<file path="src/hdl/bvfg_pkg.sv">
// ----------------------------------------------------------------------------
// Battery voltage filter and gauge - shared package
// Types, widths and constants shared by the gauge unit and its divider.
// ----------------------------------------------------------------------------
package bvfg_pkg;

  localparam int IN_W      = 16;
  localparam int OUT_W     = 32;
  localparam int MV_W      = 16;
  localparam int HP_W      = 8;
  localparam int WEIGHT_W  = 10;
  localparam int POINT_W   = 24;
  localparam int CFG_IDX_W = 4;
  localparam int CFG_W     = 24;

  // serial multiply / divide widths
  localparam int ACC_W     = 26;
  localparam int DSR_W     = 16;
  localparam int MUL_STEPS = 10;

  localparam logic [WEIGHT_W-1:0] WEIGHT_FULL  = 10'd1000;
  localparam logic [WEIGHT_W-1:0] WEIGHT_RESET = 10'd488;
  localparam logic [MV_W-1:0]     ROUND_HALF   = 16'd50;
  localparam logic [DSR_W-1:0]    TENTH_DIV    = 16'd100;

  // register index codes
  localparam logic [CFG_IDX_W-1:0] REG_WEIGHT     = 4'd0;
  localparam logic [CFG_IDX_W-1:0] REG_POINT_BASE = 4'd1;

  // breakpoint reset values: (2500,0) (2580,22) (2730,114) (2985,188) (3200,200)
  localparam logic [POINT_W-1:0] POINT_RESET [8] = '{
    24'd640000, 24'd660502, 24'd698994, 24'd764348,
    24'd819400, 24'd819400, 24'd819400, 24'd819400
  };

  typedef struct packed {
    logic             start;
    logic [ACC_W-1:0] dividend;
    logic [DSR_W-1:0] divisor;
  } div_req_t;

  typedef enum logic [3:0] {
    ST_IDLE,
    ST_FMUL,
    ST_FDIV,
    ST_TDIV,
    ST_SCAN,
    ST_IMUL,
    ST_IDIV,
    ST_DONE
  } state_t;

endpackage

</file>
<file path="src/hdl/bvfg_sdiv.sv">
// ----------------------------------------------------------------------------
// Battery voltage filter and gauge - serial divider
// Restoring divider, one quotient bit per cycle, done pulses after the last.
// ----------------------------------------------------------------------------
module bvfg_sdiv (
  input  logic                           clk,
  input  logic                           rst_n,
  input  bvfg_pkg::div_req_t             req,
  output logic                           done,
  output logic [bvfg_pkg::ACC_W-1:0]     quot
);
  import bvfg_pkg::*;

  localparam int CNT_W = $clog2(ACC_W);

  logic [ACC_W-1:0] q_r, q_nxt;
  logic [DSR_W-1:0] rem_r, rem_nxt;
  logic [DSR_W-1:0] dsr_r, dsr_nxt;
  logic [CNT_W-1:0] cnt_r, cnt_nxt;
  logic             run_r, run_nxt;
  logic             done_r, done_nxt;
  logic [DSR_W:0]   rem_sh;
  logic [DSR_W:0]   diff;
  logic             ge;

  assign rem_sh = {rem_r, q_r[ACC_W-1]};
  assign ge     = rem_sh >= {1'b0, dsr_r};
  assign diff   = rem_sh - {1'b0, dsr_r};

  always_comb begin
    q_nxt    = q_r;
    rem_nxt  = rem_r;
    dsr_nxt  = dsr_r;
    cnt_nxt  = cnt_r;
    run_nxt  = run_r;
    done_nxt = 1'b0;
    if (req.start) begin
      q_nxt   = req.dividend;
      rem_nxt = '0;
      dsr_nxt = req.divisor;
      cnt_nxt = '0;
      run_nxt = 1'b1;
    end else if (run_r) begin
      // shift in next dividend bit, subtract when it fits
      q_nxt   = {q_r[ACC_W-2:0], ge};
      rem_nxt = ge ? diff[DSR_W-1:0] : rem_sh[DSR_W-1:0];
      cnt_nxt = cnt_r + 1'b1;
      if (cnt_r == CNT_W'(ACC_W - 1)) begin
        run_nxt  = 1'b0;
        done_nxt = 1'b1;
      end
    end
  end

  always_ff @(posedge clk) begin
    if (!rst_n) begin
      cnt_r  <= '0;
      run_r  <= 1'b0;
      done_r <= 1'b0;
    end else begin
      cnt_r  <= cnt_nxt;
      run_r  <= run_nxt;
      done_r <= done_nxt;
    end
    q_r   <= q_nxt;
    rem_r <= rem_nxt;
    dsr_r <= dsr_nxt;
  end

  assign done = done_r;
  assign quot = q_r;

endmodule

</file>
<file path="src/hdl/battery_voltage_filter_and_gauge_unit.sv">
// ----------------------------------------------------------------------------
// Battery voltage filter and gauge unit
// Smooths millivolt samples, rounds to 100 mV units, maps to charge level.
// ----------------------------------------------------------------------------
// Result time is set by one shared bit-serial divider (two divisions when the
//   charge clamps or hits a breakpoint, three when it interpolates), a 10-step
//   shift-add multiplier and, unless the charge clamps, a scan of the table.
// Throughput: one word at a time; the next is taken once the result is loaded.
// Reset (synchronous, rst_n low): weight 488, default table, no sample seen.
// ----------------------------------------------------------------------------
module battery_voltage_filter_and_gauge_unit #(
  parameter int NUM_POINTS = 5
) (
  input  logic                              clk,
  input  logic                              rst_n,
  // sample_mv[15:0]
  input  logic [bvfg_pkg::IN_W-1:0]         in_tdata,
  input  logic                              in_tvalid,
  output logic                              in_tready,
  // filtered_mv[15:0], volts_tenths[23:16], charge_half_percent[31:24]
  output logic [bvfg_pkg::OUT_W-1:0]        out_tdata,
  output logic                              out_tvalid,
  input  logic                              out_tready,
  input  logic                              cfg_wr_en,
  input  logic [bvfg_pkg::CFG_IDX_W-1:0]    cfg_index,
  input  logic [bvfg_pkg::CFG_W-1:0]        cfg_wdata
);
  import bvfg_pkg::*;

  localparam int SEL_W = $clog2(NUM_POINTS);

  // configuration
  logic [WEIGHT_W-1:0] weight_r;
  logic [POINT_W-1:0]  pt_r [NUM_POINTS];

  // filter state
  state_t              state_r, state_nxt;
  logic [MV_W-1:0]     smooth_r, smooth_nxt;
  logic                have_r, have_nxt;

  // shift-add multiplier: acc += a*wa + b*wb, one weight bit per cycle
  logic [ACC_W-1:0]    ma_r, ma_nxt, mb_r, mb_nxt, acc_r, acc_nxt, acc_sum;
  logic [WEIGHT_W-1:0] mwa_r, mwa_nxt, mwb_r, mwb_nxt;
  logic [3:0]          mcnt_r, mcnt_nxt;
  logic                mul_last;

  // gauge datapath
  logic [HP_W-1:0]     tenths_r, tenths_nxt;
  logic [HP_W-1:0]     charge_r, charge_nxt;
  logic [HP_W-1:0]     base_r, base_nxt;
  logic                neg_r, neg_nxt;
  logic [DSR_W-1:0]    span_r, span_nxt;
  logic [POINT_W-1:0]  prev_r, prev_nxt;
  logic [SEL_W-1:0]    scan_r, scan_nxt;

  // output stage
  logic                out_valid_r, out_valid_nxt;
  logic [OUT_W-1:0]    out_data_r, out_data_nxt;

  logic [WEIGHT_W-1:0] w_clamp, w_use, w_rest;
  logic [POINT_W-1:0]  cur_pt;
  logic                lo_clamp, hi_clamp, found, hit, out_free;
  logic [MV_W-1:0]     dx, span_calc;
  logic [HP_W-1:0]     dy_mag;
  logic                dy_neg;

  div_req_t            div_req;
  logic                div_done;
  logic [ACC_W-1:0]    div_quot;

  bvfg_sdiv u_sdiv (
    .clk   (clk),
    .rst_n (rst_n),
    .req   (div_req),
    .done  (div_done),
    .quot  (div_quot)
  );

  // weight above full scale holds the value; no sample yet passes through
  assign w_clamp = (weight_r > WEIGHT_FULL) ? WEIGHT_FULL : weight_r;
  assign w_use   = have_r ? w_clamp : '0;
  assign w_rest  = WEIGHT_FULL - w_use;

  assign acc_sum  = acc_r + (mwa_r[0] ? ma_r : '0) + (mwb_r[0] ? mb_r : '0);
  assign mul_last = (mcnt_r == 4'(MUL_STEPS - 1));

  // end clamps read fixed breakpoints; the scan reads one entry a cycle
  assign lo_clamp = smooth_r <= pt_r[0][POINT_W-1:HP_W];
  assign hi_clamp = smooth_r >= pt_r[NUM_POINTS-1][POINT_W-1:HP_W];
  assign cur_pt   = pt_r[scan_r];
  assign found    = (smooth_r <= cur_pt[POINT_W-1:HP_W]) ||
                    (scan_r == SEL_W'(NUM_POINTS - 1));
  assign hit      = smooth_r == cur_pt[POINT_W-1:HP_W];

  // segment between prev (strictly below) and cur (strictly above)
  assign dx        = smooth_r - prev_r[POINT_W-1:HP_W];
  assign span_calc = cur_pt[POINT_W-1:HP_W] - prev_r[POINT_W-1:HP_W];
  assign dy_neg    = cur_pt[HP_W-1:0] < prev_r[HP_W-1:0];
  assign dy_mag    = dy_neg ? (prev_r[HP_W-1:0] - cur_pt[HP_W-1:0])
                            : (cur_pt[HP_W-1:0] - prev_r[HP_W-1:0]);

  assign out_free = !out_valid_r || out_tready;

  // next state
  always_comb begin
    state_nxt = state_r;
    case (state_r)
      ST_IDLE: if (in_tvalid) state_nxt = ST_FMUL;
      ST_FMUL: if (mul_last) state_nxt = ST_FDIV;
      ST_FDIV: if (div_done) state_nxt = ST_TDIV;
      ST_TDIV: begin
        if (div_done) state_nxt = (lo_clamp || hi_clamp) ? ST_DONE : ST_SCAN;
      end
      ST_SCAN: begin
        if (found) state_nxt = hit ? ST_DONE : ST_IMUL;
      end
      ST_IMUL: if (mul_last) state_nxt = ST_IDIV;
      ST_IDIV: if (div_done) state_nxt = ST_DONE;
      ST_DONE: if (out_free) state_nxt = ST_IDLE;
      default: state_nxt = ST_IDLE;
    endcase
  end

  // datapath and handshake outputs
  always_comb begin
    smooth_nxt    = smooth_r;
    have_nxt      = have_r;
    ma_nxt        = ma_r;
    mb_nxt        = mb_r;
    mwa_nxt       = mwa_r;
    mwb_nxt       = mwb_r;
    acc_nxt       = acc_r;
    mcnt_nxt      = mcnt_r;
    tenths_nxt    = tenths_r;
    charge_nxt    = charge_r;
    base_nxt      = base_r;
    neg_nxt       = neg_r;
    span_nxt      = span_r;
    prev_nxt      = prev_r;
    scan_nxt      = scan_r;
    out_data_nxt  = out_data_r;
    out_valid_nxt = out_valid_r && !out_tready;
    div_req       = '{start: 1'b0, dividend: acc_sum, divisor: TENTH_DIV};
    in_tready     = 1'b0;

    case (state_r)
      ST_IDLE: begin
        in_tready = 1'b1;
        // load old*w + (1000-w)*new
        ma_nxt    = ACC_W'(smooth_r);
        mb_nxt    = ACC_W'(in_tdata);
        mwa_nxt   = w_use;
        mwb_nxt   = w_rest;
        acc_nxt   = '0;
        mcnt_nxt  = '0;
      end
      ST_FMUL, ST_IMUL: begin
        acc_nxt  = acc_sum;
        ma_nxt   = {ma_r[ACC_W-2:0], 1'b0};
        mb_nxt   = {mb_r[ACC_W-2:0], 1'b0};
        mwa_nxt  = {1'b0, mwa_r[WEIGHT_W-1:1]};
        mwb_nxt  = {1'b0, mwb_r[WEIGHT_W-1:1]};
        mcnt_nxt = mcnt_r + 1'b1;
        if (mul_last) begin
          div_req.start    = 1'b1;
          div_req.dividend = acc_sum;
          div_req.divisor  = (state_r == ST_FMUL) ? DSR_W'(WEIGHT_FULL) : span_r;
        end
      end
      ST_FDIV: begin
        if (div_done) begin
          smooth_nxt       = div_quot[MV_W-1:0];
          have_nxt         = 1'b1;
          div_req.start    = 1'b1;
          div_req.dividend = ACC_W'(div_quot[MV_W-1:0]) + ACC_W'(ROUND_HALF);
          div_req.divisor  = TENTH_DIV;
        end
      end
      ST_TDIV: begin
        if (div_done) begin
          // saturate the 100 mV count
          tenths_nxt = (div_quot[ACC_W-1:HP_W] != '0) ? '1 : div_quot[HP_W-1:0];
          if (lo_clamp) begin
            charge_nxt = pt_r[0][HP_W-1:0];
          end else if (hi_clamp) begin
            charge_nxt = pt_r[NUM_POINTS-1][HP_W-1:0];
          end
          prev_nxt = pt_r[0];
          scan_nxt = SEL_W'(1);
        end
      end
      ST_SCAN: begin
        if (found) begin
          if (hit) begin
            charge_nxt = cur_pt[HP_W-1:0];
          end else begin
            // load dx * |dy|, divide by span afterwards
            base_nxt = prev_r[HP_W-1:0];
            neg_nxt  = dy_neg;
            span_nxt = span_calc;
            ma_nxt   = ACC_W'(dx);
            mb_nxt   = '0;
            mwa_nxt  = WEIGHT_W'(dy_mag);
            mwb_nxt  = '0;
            acc_nxt  = '0;
            mcnt_nxt = '0;
          end
        end else begin
          prev_nxt = cur_pt;
          scan_nxt = scan_r + 1'b1;
        end
      end
      ST_IDIV: begin
        if (div_done) begin
          charge_nxt = neg_r ? (base_r - div_quot[HP_W-1:0])
                             : (base_r + div_quot[HP_W-1:0]);
        end
      end
      ST_DONE: begin
        if (out_free) begin
          out_data_nxt  = {charge_r, tenths_r, smooth_r};
          out_valid_nxt = 1'b1;
        end
      end
      default: ;
    endcase
  end

  always_ff @(posedge clk) begin
    if (!rst_n) begin
      state_r     <= ST_IDLE;
      smooth_r    <= '0;
      have_r      <= 1'b0;
      out_valid_r <= 1'b0;
      mcnt_r      <= '0;
      scan_r      <= '0;
      weight_r    <= WEIGHT_RESET;
      for (int k = 0; k < NUM_POINTS; k++) begin
        pt_r[k] <= POINT_RESET[k % 8];
      end
    end else begin
      state_r     <= state_nxt;
      smooth_r    <= smooth_nxt;
      have_r      <= have_nxt;
      out_valid_r <= out_valid_nxt;
      mcnt_r      <= mcnt_nxt;
      scan_r      <= scan_nxt;
      // drop writes beyond the table
      if (cfg_wr_en) begin
        if (cfg_index == REG_WEIGHT) begin
          weight_r <= cfg_wdata[WEIGHT_W-1:0];
        end
        for (int k = 0; k < NUM_POINTS; k++) begin
          if (cfg_index == REG_POINT_BASE + CFG_IDX_W'(k)) begin
            pt_r[k] <= cfg_wdata[POINT_W-1:0];
          end
        end
      end
    end
    ma_r       <= ma_nxt;
    mb_r       <= mb_nxt;
    mwa_r      <= mwa_nxt;
    mwb_r      <= mwb_nxt;
    acc_r      <= acc_nxt;
    tenths_r   <= tenths_nxt;
    charge_r   <= charge_nxt;
    base_r     <= base_nxt;
    neg_r      <= neg_nxt;
    span_r     <= span_nxt;
    prev_r     <= prev_nxt;
    out_data_r <= out_data_nxt;
  end

  assign out_tdata  = out_data_r;
  assign out_tvalid = out_valid_r;

endmodule

</file>
<file path="config.mk">
export PLATFORM = sky130hd
export DESIGN_NAME = battery_voltage_filter_and_gauge_unit
export DESIGN_NICKNAME = d
export VERILOG_FILES = /design/src/hdl/bvfg_pkg.sv /design/src/hdl/bvfg_sdiv.sv /design/src/hdl/battery_voltage_filter_and_gauge_unit.sv
export SDC_FILE = /design/constraint.sdc
export NUM_CORES = 1
export LEC_CHECK = 0
export ABC_CLOCK_PERIOD_IN_PS = 5700
export BUFFER_PORTS_ARGS = -buffer_cell sky130_fd_sc_hd__buf_2
export CELL_PAD_IN_SITES_DETAIL_PLACEMENT = 0
export CELL_PAD_IN_SITES_GLOBAL_PLACEMENT = 1
export CORE_MARGIN = 5
export CORE_UTILIZATION = 51
export DETAILED_ROUTE_END_ITERATION = 7
export PLACE_DENSITY = 0.92
export SETUP_SLACK_MARGIN = 0.1
export SYNTH_ARGS = -nofsm -noshare
export SYNTH_HDL_FRONTEND = slang
export SYNTH_SLANG_ARGS = --single-unit
</file>
<file path="constraint.sdc">
create_clock -name clk -period 5.7 [get_ports clk]
set_clock_uncertainty 0.1 [all_clocks]
set_input_delay 1.14 -clock clk [delete_from_list [all_inputs] [get_ports clk]]
set_output_delay 1.14 -clock clk [all_outputs]
set_load 0.02 [all_outputs]
</file>
## Word level (Yosys, flattened, before mapping)

Memories as Yosys holds them, arrays and structs flattened. A register that Yosys moved wholly into a read port is not among the register bits.
Index checks and enable logic that the tools add are counted.

- Register bits: 299
- Bits in writable memories: 120
- Input port bits: 49
- Memories kept: 1

Memories:

| memory | depth | width | read ports | clocked after memory_dff | write ports | line | source |
|---|---|---|---|---|---|---|---|
| pt_r | 5 | 24 | 3 | 1 | 5 | battery_voltage_filter_and_gauge_unit.sv:34 | `logic [POINT_W-1:0] pt_r [NUM_POINTS];` |

- $add $sub $neg: 14
- $lt $le $gt $ge: 6
- Equal/unequal tests: 28
- Mux-type cells: 88
- Bitwise operators: 8
- Reductions and logical operators: 25

Operators with widths:

| kind | count |
|---|---|
| one-hot mux 26 bit (3 select lines) | 3 |
| 2-to-1 mux 26 bit | 8 |
| 2-to-1 mux 24 bit | 7 |
| 2-to-1 mux 43 bit | 2 |
| one-hot mux 43 bit (2 select lines) | 1 |
| 2-to-1 mux 8 bit | 8 |
| 2-to-1 mux 10 bit | 6 |
| one-hot mux 10 bit (3 select lines) | 2 |
| adder 26 bit | 2 |
| one-hot mux 24 bit (2 select lines) | 1 |
| subtractor 16 bit | 3 |
| 2-to-1 mux 4 bit | 10 |
| less-or-equal comparator 16 bit | 2 |
| 2-to-1 mux 16 bit | 2 |
| one-hot mux 4 bit (8 select lines) | 1 |
| 2-to-1 mux 1 bit | 28 |
| == test 4 x 3 -> 1 bit, second input constant | 6 |
| one-hot mux 8 bit (3 select lines) | 1 |
| subtractor 8 bit | 3 |
| nonzero test 18 bit | 1 |
| adder 16 x 6 -> 17 bit, second input constant | 1 |
| greater-or-equal comparator 17 x 16 -> 1 bit | 1 |
| == test 16 bit | 1 |
| == test 4 x 2 -> 1 bit, second input constant | 4 |
| other kinds (33) | 65 |

## Depth between registers and ports, before layout

Gate-level depths: netlist of run 1.

- Depth after elaboration: 6
- Mapped depth: 17
- Mapped depth without buffers: 15

## Hierarchy

From an unflattened synthesis of run 1, not the netlist that was laid out.

- Cell total of the unflattened synthesis: 2103
- Area, all modules: 23523.8 um2

Modules (own cells, without submodules):

| module | times used | cells an instance | area an instance (um2) | sequential area each (um2) |
|---|---|---|---|---|
| battery_voltage_filter_and_gauge_unit | 1 | 1786 | 20081.8 | 10279.9 |
| bvfg_sdiv | 1 | 317 | 3442.1 | 1721.7 |

## Worst setup path before layout of run 1

No wires, ideal clock.

- Kind: register to register
- From: register (tool-made name)
- To: register base_r[0] (enable)
- Setup time: 407 ps
- Arrival time: 4085 ps
- Slack: 1108 ps
- Stages on the path, launching flop included: 14
- Buffers on the path: 3
- Period minus slack after synthesis: 4592 ps
- Path through: dfxtp_1 > buf_2 > buf_2 > buf_2 > mux4_2 > mux2i_1 > ha_1 > a21o_1 > a21o_1 > a21oi_1 > a21o_1 > a21o_1 > a21oi_1 > nor2_1

RTL lines:

| item | line | source |
|---|---|---|
| to (signal assigned) | battery_voltage_filter_and_gauge_unit.sv:267 | `base_r <= base_nxt;` |
| to (decl) | battery_voltage_filter_and_gauge_unit.sv:50 | `logic [HP_W-1:0] base_r, base_nxt;` |

==> results.txt, run 1 <==
core footprint: 45,400 µm²
CP cell instances: buf_4 -> mux4_2 -> mux2i_1 -> ha_1 -> nand4_1 -> or4_1 -> nand2_4 -> or3_4 -> o32ai_1 -> nor2_2 -> and2_4 -> buf_12
top cell types by occurrence after synthesis: edfxtp_1, nand2_1, ha_1
setup slack, reg-to-reg: 0.96 ns
P per Cell Area: 338 nW/µm²
RD Place Congestion: 0.921
combinational share of power: 18.8%
YS warnings: 0
relative slew slack: 22.6%
Avg Cell Area, Syn: 11.1 µm²
Hold Crit Depth: 0
RR Endpoint: acc_r[21]
Vias/cell: 5.82
vias: 16,300
die width: 224 µm
Post-synth EDFFs: 357
post-cts hold buffer count: 0
count of final setup violators: 0
final instance area: 26,000 µm²
main flop type after synthesis: edfxtp_1
HPWL Detailed: 40,900 µm
CTS tree: built
P_int: 6200 µW
worst-path fanout max: 85
post_cts resized: 0
vias in the first global route: 16,300
Post-Synthesis Cells: 2,101
worst reg2reg path depth: 12
WHS Endpoint: out_tdata[31]
Inst Count DP: 2,726
H-tree levels: 2
met3 wire length: 3800 µm
CP startpoint kind: flip-flop
FFs w/ async S/R, synth: 0%
clk slew on worst S/H paths: 0.07 ns
final core occ: 57.3%
CTS max path bufs: 3
#FFs+latches synth: 421
clock sink total: 421
# Post-CTS Setup Buffers: 0
Synth top area share: 45.8%
Metal-1 WL: 24,400 µm
synth top area cells: edfxtp_1, ha_1, dfxtp_1, nand2_1, a21oi_1
Slew @ Worst Pin: 1.15 ns
GRT Util Overall: 22.5%
Peak VDD IR: 306 µV
Post-DRT Antenna Nets: 0
first-pass GRT wire length: 90,000 µm
required time of the critical path: 5.81 ns
Synth cell types: 81
Root Buffer: clkbuf_16
RSZ-0062 raised after global routing: false
Post-Syn Area: 23,400 µm²
placed inst area: 24,500 µm²
Setup crit end kind: flip-flop
Setup TNS: 0 ns
WP data arrival: 4.84 ns
DR WL/cell: 20.5 µm
antenna violations before repair: 0
Sw Share: 29.5%
ratio of final minimum period to clock period: 83.1%
Seq/Total Area, Yosys: 51.3%
Reg power frac: 47.2%
Remaining Overflow, GRT: 0
Residual DRC: 0
Starting Density: 51.6%
1st-pass router iterations: 5
largest net degree at the start of global routing: 86
DR iter-0 viols: 1,417
worst skew pair latency: 0.57 ns
layout cells sized above 1: 11.3%
DRT Wirelength: 57,500 µm
Post-Synthesis Net Count: 2,332
final hold viol count: 0
Layout Nets: 2,404
Port Buffers: 82
Die Y-Extent: 224 µm
Placement Rows: 78
number of max-cap violations: 0
Hold Startpoint: charge_r[7]
max-slew violation count: 0
most frequent cell after synthesis: edfxtp_1
die area: 50,300 µm²
leakage power: 0.0106 µW
Clk pwr share: 33.9%
Worst Hold Class: flip-flop to flip-flop
met2 wire length: 27,100 µm
Achievable Freq: 211 MHz
Area Growth Syn to Fin: 11.1%
non-filler cells, final: 2,807
CTS buffer count: 45
crit path kind: flip-flop to flip-flop
I/O pins: 83
Top Layer Used: met4
CP peak stage delay: 0.82 ns
CP max stage cell: dfxtp_1
switching pwr: 2600 µW
final critical-path required period: 4.74 ns
status: completed
area leader, netlist: edfxtp_1
-- cell type report --
cell class | count | area (µm²)
multi-input cells | 1447 | 10600
flip-flops and latches | 421 | 12000
clock buffers | 48 | 1160
repair buffers | 110 | 633
inverters | 148 | 556
diodes | 1 | 2.50
fillers | 3703 | 19400
well taps | 600 | 751
clock inverters | 32 | 335
-- routing by layer --
layer	vias to the layer above	track usage, %
li1	7734	-
met1	7870	30.8
met2	586	37.0
met3	136	3.15
met4	0	8.39
met5	-	0
-- state kept, by name (all words and copies together) (netlist names), 16 cells and up, named ones only --
signal	count
ma_r	26
span_r	16
prev_r	24
smooth_r	16
u_sdiv.dsr_r	16
u_sdiv.rem_r	16
pt_r	120
acc_r	26
out_tdata	32
mb_r	26
u_sdiv.quot	26
-- worst max-delay path by stage --
stage,start,to,slack [ns],cells past startpoint
after floorplan,flip-flop,base_r[0],1.11,13
after global placement,flip-flop,mwb_r[9],1.21,12
after detailed placement,flip-flop,mwb_r[9],1.04,12
after CTS,flip-flop,mwb_r[2],1.02,12
after global routing,flip-flop,flip-flop,0.71,14
final,flip-flop,acc_r[21],0.96,12
-- power groups by stage --
stage | Sequential [µW] | Clock (µW) | Combinational [µW]
2_1_floorplan | 4050 | 0 | 1240
3_3_place_gp | 4200 | 0 | 1600
3_5_place_dp | 4220 | 0 | 1640
4_1_cts | 4160 | 3020 | 1660
5_1_grt | 4200 | 3150 | 1850
6_report | 4150 | 2980 | 1660
-- layout by cell type (no fill, tap or decap), drive strengths merged, types with 23 or more instances in the layout --
cell / count
a21o: 46
a21oi: 139
and2: 103
buf: 110
clkbuf: 48
dfxtp: 64
edfxtp: 357
fa: 32
ha: 150
inv: 149
mux2i: 49
mux4: 24
nand2: 202
nand2b: 43
nand3: 51
nor2: 114
nor3: 23
o21ai: 125
xnor2: 57
xor2: 37
-- critical path, delay by kind of cell, from the launching register on --
family                   cells  cell delay [ns]
multiplexers                 2             0.62
AND/OR/NAND/NOR              6             1.69
AO/OA/AOI/OAI                1             0.11
adder cells (fa/ha/maj)      1             0.20
flip-flops                   1             0.82
buffers and inverters        2             0.69
-- kinds of logic after synthesis --
| family | count (synthesis) | synth area share (%) |
|---|---|---|
| AO/OA/AOI/OAI | 465 | 12.6 |
| XOR/XNOR | 94 | 3.52 |
| adder cells (fa/ha/maj) | 182 | 10.8 |
| buffers and inverters | 233 | 3.85 |
| flip-flops | 421 | 51.3 |
| multiplexers | 78 | 4.66 |
| AND/OR/NAND/NOR | 628 | 13.3 |
-- per-stage QoR --
step	power [µW]	hold WS, ns	setup WS [ns]
after floorplan	5290	0.300	1.11
after global placement	5800	0.310	1.21
after detailed placement	5860	0.309	1.04
after CTS	8840	0.325	1.02
after global routing	9190	0.334	0.715
final	8800	0.322	0.965
(Power assumes the default switching activity.)
==> inputs of run 2 (changes only) <==
- ABC_CLOCK_PERIOD_IN_PS: 5700 -> 4500
- clock period: 5.7 -> 4.5 ns (I/O delays scaled with it)
==> results.txt, run 2 (synthesis gave the netlist of run 1 again) <==
Root Buffer: clkbuf_16 (unchanged)
GRT Util Overall: 22.6% (was 22.5%)
worst-path fanout max: 35 (was 85)
vias in the first global route: 16,300 (about the same)
final critical-path required period: 4.17 ns (was 4.74 ns)
most frequent cells in the layout: edfxtp_1, nand2_1, ha_1, inv_1, a21oi_1 (unchanged)
setup slack at placement: 0.274 ns (was 1.04 ns)
n_diodes: 0 (was 1)
Design Power: 11,200 µW (was 8800 µW)
Slew @ Worst Pin: 1.25 ns (was 1.15 ns)
H-tree levels: 2 (unchanged)
RSZ-0062 raised after global routing: true (was false)
required time of the critical path: 4.67 ns (was 5.81 ns)
final core occ: 57.9% (was 57.3%)
DRT Wirelength: 57,800 µm (was 57,500 µm)
combinational share of power: 19.8% (was 18.8%)
fill count: 3,775 (was 3,703)
P per Cell Area: 427 nW/µm² (was 338 nW/µm²)
final instance area: 26,300 µm² (was 26,000 µm²)
WHS Endpoint: out_tdata[25] (was out_tdata[31])
Achievable Freq: 240 MHz (was 211 MHz)
number of max-cap violations: 0 (unchanged)
Layout Nets: 2,429 (was 2,404)
final hold viol count: 0 (unchanged)
Residual DRC: 0 (unchanged)
1st-pass router iterations: 6 (was 5)
Hold Crit Depth: 0 (unchanged)
status: completed (unchanged)
CTS max path bufs: 3 (unchanged)
RD Place Congestion: 0.933 (was 0.921)
crit path kind: flip-flop to flip-flop (unchanged)
WP data arrival: 4.34 ns (was 4.84 ns)
HPWL Detailed: 41,900 µm (was 40,900 µm)
CTS buffer count: 46 (was 45)
CTS tree: built (unchanged)
CP startpoint kind: flip-flop (unchanged)
RR Endpoint: mb_r[22] (was acc_r[21])
switching pwr: 3340 µW (was 2600 µW)
Worst Hold Class: flip-flop to flip-flop (unchanged)
Placement Rows: 78 (unchanged)
setup slack, reg-to-reg: 0.33 ns (was 0.96 ns)
most common cell after layout, fill and taps aside: edfxtp_1 (unchanged)
worst skew pair latency: 0.59 ns (was 0.57 ns)
antenna violations before repair: 0 (unchanged)
P_int: 7880 µW (was 6200 µW)
Peak VDD IR: 356 µV (was 306 µV)
max-slew violation count: 0 (unchanged)
count of final setup violators: 0 (unchanged)
worst reg2reg path depth: 12 (unchanged)
Largest register FFs: 120 (unchanged)
Remaining Overflow, GRT: 0 (unchanged)
Setup crit end kind: flip-flop (unchanged)
ratio of final minimum period to clock period: 92.7% (was 83.1%)
relative slew slack: 16.3% (was 22.6%)
Starting Density: 51.6% (unchanged)
layout cells sized above 1: 12.4% (was 11.3%)
Die Y-Extent: 224 µm (unchanged)
DR WL/cell: 20.4 µm (was 20.5 µm)
Reg power frac: 46.3% (was 47.2%)
placed inst area: 24,700 µm² (was 24,500 µm²)
die width: 224 µm (unchanged)
core footprint: 45,400 µm² (unchanged)
post_cts resized: 0 (unchanged)
most flop-heavy register: pt_r (unchanged)
Final Worst Setup Slack: 0.329 ns (was 0.965 ns)
DR iter-0 viols: 1,266 (was 1,417)
die area: 50,300 µm² (unchanged)
Area Growth Syn to Fin: 12.3% (was 11.1%)
Post-DRT Antenna Nets: 0 (unchanged)
Hold Startpoint: charge_r[1] (was charge_r[7])
clk slew on worst S/H paths: 0.06 ns (was 0.07 ns)
Clk pwr share: 33.9% (about the same)
Port Buffers: 82 (unchanged)
Vias/cell: 5.80 (was 5.82)
WHS: 0.327 ns (was 0.322 ns)
first-pass GRT wire length: 90,300 µm (was 90,000 µm)
largest net degree at the start of global routing: 79 (was 86)
leakage power: 0.0108 µW (was 0.0106 µW)
I/O pins: 83 (unchanged)
clock sink total: 421 (unchanged)
vias: 16,400 (was 16,300)
Sw Share: 29.8% (was 29.5%)
## run 2: final cells by class
cell class	count	area, µm²	area share [%]
inverters	148	556	2.11
repair buffers	133	856	3.26
well taps	600	751	2.86
clock buffers	49	1160	4.42
clock inverters	36	368	1.40
flip-flops and latches	421	12000	45.7
multi-input cells	1448	10600	40.3
## run 2: what timing repair did
action                                  4_1_cts  5_1_grt
hold buffers                                  0        0
buffers inserted                              0        2
endpoints found under the setup margin        0       73
## run 2: routing by layer
layer | up-vias | routed length [µm] | global-route usage (%)
li1 | 7796 | - | -
met1 | 8001 | 24500 | 30.7
met2 | 547 | 27400 | 37.5
met3 | 98 | 4400 | 4.19
met4 | 0 | 1590 | 6.70
met5 | - | 0 | 0
## run 2: worst max-delay path by stage
stage,from,to,slack (ns),cells after the start
2_1_floorplan,flip-flop,base_r[0],-0.09,13
3_3_place_gp,flip-flop,acc_r[20],0.40,13
3_5_place_dp,flip-flop,mb_r[22],0.27,13
4_1_cts,flip-flop,mb_r[17],0.24,13
5_1_grt,flip-flop,scan_r[0],0.09,14
6_report,flip-flop,mb_r[22],0.33,12
## run 2: critical path, cell delays in order (launching register included)
cell	delay, ns
dfxtp_1	0.35
buf_12	0.24
mux4_2	0.54
mux2i_1	0.29
ha_1	0.21
nand4_1	0.25
or4_1	0.56
nand2_4	0.12
or3_4	0.14
o32ai_1	0.10
nor2_2	0.30
and2_4	0.35
buf_12	0.25
## run 2: power groups by stage
stage / sequential [µW] / combinational [µW] / clock (µW)
4_1_cts: 5210 / 2220 / 3890
3_5_place_dp: 5290 / 2200 / 0
3_3_place_gp: 5270 / 2150 / 0
2_1_floorplan: 5130 / 1580 / 0
5_1_grt: 5250 / 2460 / 4040
6_report: 5200 / 2220 / 3810
## run 2: stage by stage
| step | setup TNS (ns) | std cells |
|---|---|---|
| floorplan | -2.29 | 2101 |
| global placement | 0 | 2747 |
| detailed placement | 0 | 2747 |
| CTS | 0 | 2832 |
| global route | 0 | 2835 |
| finish | 0 | 2835 |
==> inputs of run 3 (changes only) <==
- RECOVER_POWER: unset -> 100
==> results.txt, run 3 (synthesis gave the netlist of run 1 again) <==
final instance area: 26,000 µm² (was 26,300 µm²)
CTS max path bufs: 3 (unchanged)
DR iter-0 viols: 1,335 (was 1,266)
ratio of final minimum period to clock period: 93.9% (was 92.7%)
die area: 50,300 µm² (unchanged)
Peak VDD IR: 356 µV (about the same)
final hold viol count: 0 (unchanged)
DR WL/cell: 20.4 µm (about the same)
Setup crit end kind: flip-flop (unchanged)
vias in the first global route: 16,300 (unchanged)
final critical-path required period: 4.22 ns (was 4.17 ns)
1st-pass router iterations: 5 (was 6)
largest net degree at the start of global routing: 79 (unchanged)
clock sink total: 421 (unchanged)
placed inst area: 24,700 µm² (unchanged)
Slew @ Worst Pin: 2.01 ns (was 1.25 ns)
required time of the critical path: 4.65 ns (was 4.67 ns)
most frequent cells in the layout: edfxtp_1, nand2_1, ha_1, inv_1, a21oi_1 (unchanged)
max-slew violation count: 221 (was 0)
WHS Endpoint: out_tdata[25] (unchanged)
non-filler cells, final: 2,835 (unchanged)
HPWL Detailed: 41,900 µm (unchanged)
die width: 224 µm (unchanged)
leakage power: 0.0105 µW (was 0.0108 µW)
worst reg2reg path depth: 13 (was 12)
Setup TNS: 0 ns (unchanged)
Inst Count DP: 2,747 (unchanged)
Residual DRC: 0 (unchanged)
I/O pins: 83 (unchanged)
Port Buffers: 82 (unchanged)
relative slew slack: -34.7% (was 16.3%)
DRT Wirelength: 58,000 µm (was 57,800 µm)
RR Endpoint: mb_r[22] (unchanged)
first-pass GRT wire length: 90,300 µm (unchanged)
setup slack, reg-to-reg: 0.28 ns (was 0.33 ns)
CTS tree: built (unchanged)
Hold Startpoint: charge_r[1] (unchanged)
CTS buffer count: 46 (unchanged)
count of final setup violators: 0 (unchanged)
P per Cell Area: 430 nW/µm² (was 427 nW/µm²)
CP startpoint kind: flip-flop (unchanged)
Largest register FFs: 120 (unchanged)
GRT Util Overall: 22.6% (unchanged)
layout cells sized above 1: 8.72% (was 12.4%)
core footprint: 45,400 µm² (unchanged)
n_diodes: 0 (unchanged)
most flop-heavy register: pt_r (unchanged)
WHS: 0.326 ns (was 0.327 ns)
Starting Density: 51.6% (unchanged)
RSZ-0062 raised after global routing: true (unchanged)
most common cell after layout, fill and taps aside: edfxtp_1 (unchanged)
Placement Rows: 78 (unchanged)
Die Y-Extent: 224 µm (unchanged)
crit path kind: flip-flop to flip-flop (unchanged)
Worst Hold Class: flip-flop to flip-flop (unchanged)
H-tree levels: 2 (unchanged)
clk slew on worst S/H paths: 0.06 ns (about the same)
vias: 16,500 (was 16,400)
Area Growth Syn to Fin: 11.0% (was 12.3%)
worst skew pair latency: 0.59 ns (about the same)
Post-DRT Antenna Nets: 0 (unchanged)
RD Place Congestion: 0.933 (unchanged)
WP data arrival: 4.37 ns (was 4.34 ns)
antenna violations before repair: 0 (unchanged)
Root Buffer: clkbuf_16 (unchanged)
number of max-cap violations: 9 (was 0)
worst-path fanout max: 35 (unchanged)
violated checks: capacitance limit, slew limit
Layout Nets: 2,429 (unchanged)
status: finished with violations (was completed)
Remaining Overflow, GRT: 0 (unchanged)
post_cts resized: 0 (unchanged)
Vias/cell: 5.81 (was 5.80)
Achievable Freq: 237 MHz (was 240 MHz)
Hold Crit Depth: 0 (unchanged)
[run 3: cell count changes in the layout (fill, tap and decap cells not counted), sizes merged]
| cell | delta |
|---|---|
| clkbuf | +70 |
| buf | -70 |
[run 3: per-layer routing]
metal / routed length [µm] / GRT usage (%) / up-vias
met5: 0 / 0 / -
met4: 1650 / 6.70 / 0
met3: 4270 / 4.19 / 116
met2: 27500 / 37.5 / 548
met1: 24500 / 30.7 / 7998
li1: - / - / 7810
[run 3: layout make-up]
class	instances	area, µm²
sequential	421	12000
timing repair buffer	133	649
clock buffer	49	1160
clock inverter	36	368
multi-input combinational	1448	10500
inverter	148	556
tap	600	751
fill	3821	19400
[run 3: metrics by stage]
| step | utilization, % | setup WS (ns) | power, µW |
|---|---|---|---|
| 6_report | 57.2 | 0.275 | 11200 |
| 5_1_grt | 57.2 | 0.0516 | 11700 |
| 4_1_cts | 57.9 | 0.241 | 11300 |
| 3_5_place_dp | 54.5 | 0.274 | 7480 |
| 3_3_place_gp | 54.5 | 0.401 | 7410 |
| 2_1_floorplan | - | -0.0917 | 6700 |
[run 3: what timing repair did]
item,CTS,global route
hold buffers,0,0
buffers inserted,0,2
endpoints found under the setup margin,0,73
[run 3: critical path: stages, from the launching register on]
cell and delay, ns:
dfxtp_1 0.35, buf_12 0.24, mux4_2 0.52, mux2i_1 0.25
inv_1 0.09, ha_1 0.29, nand4_1 0.09, or4_1 0.61
nand2_4 0.11, or3_4 0.14, o32ai_1 0.10, nor2_2 0.29
and2_4 0.31, buf_6 0.33
[run 3: worst max-delay path by stage]
| stage | from | to | slack, ns | depth (start not counted) |
|---|---|---|---|---|
| 2_1_floorplan | flip-flop | base_r[0] | -0.09 | 13 |
| 3_3_place_gp | flip-flop | acc_r[20] | 0.40 | 13 |
| 3_5_place_dp | flip-flop | mb_r[22] | 0.27 | 13 |
| 4_1_cts | flip-flop | mb_r[17] | 0.24 | 13 |
| 5_1_grt | flip-flop | mb_r[17] | 0.05 | 13 |
| 6_report | flip-flop | mb_r[22] | 0.28 | 13 |
[run 3: power breakdown]
group          total, µW  internal, µW  switching (µW)
Clock               3810          2190            1620
Combinational       2150           755            1400
Sequential          5200          4890             312
Total              11200          7830            3330
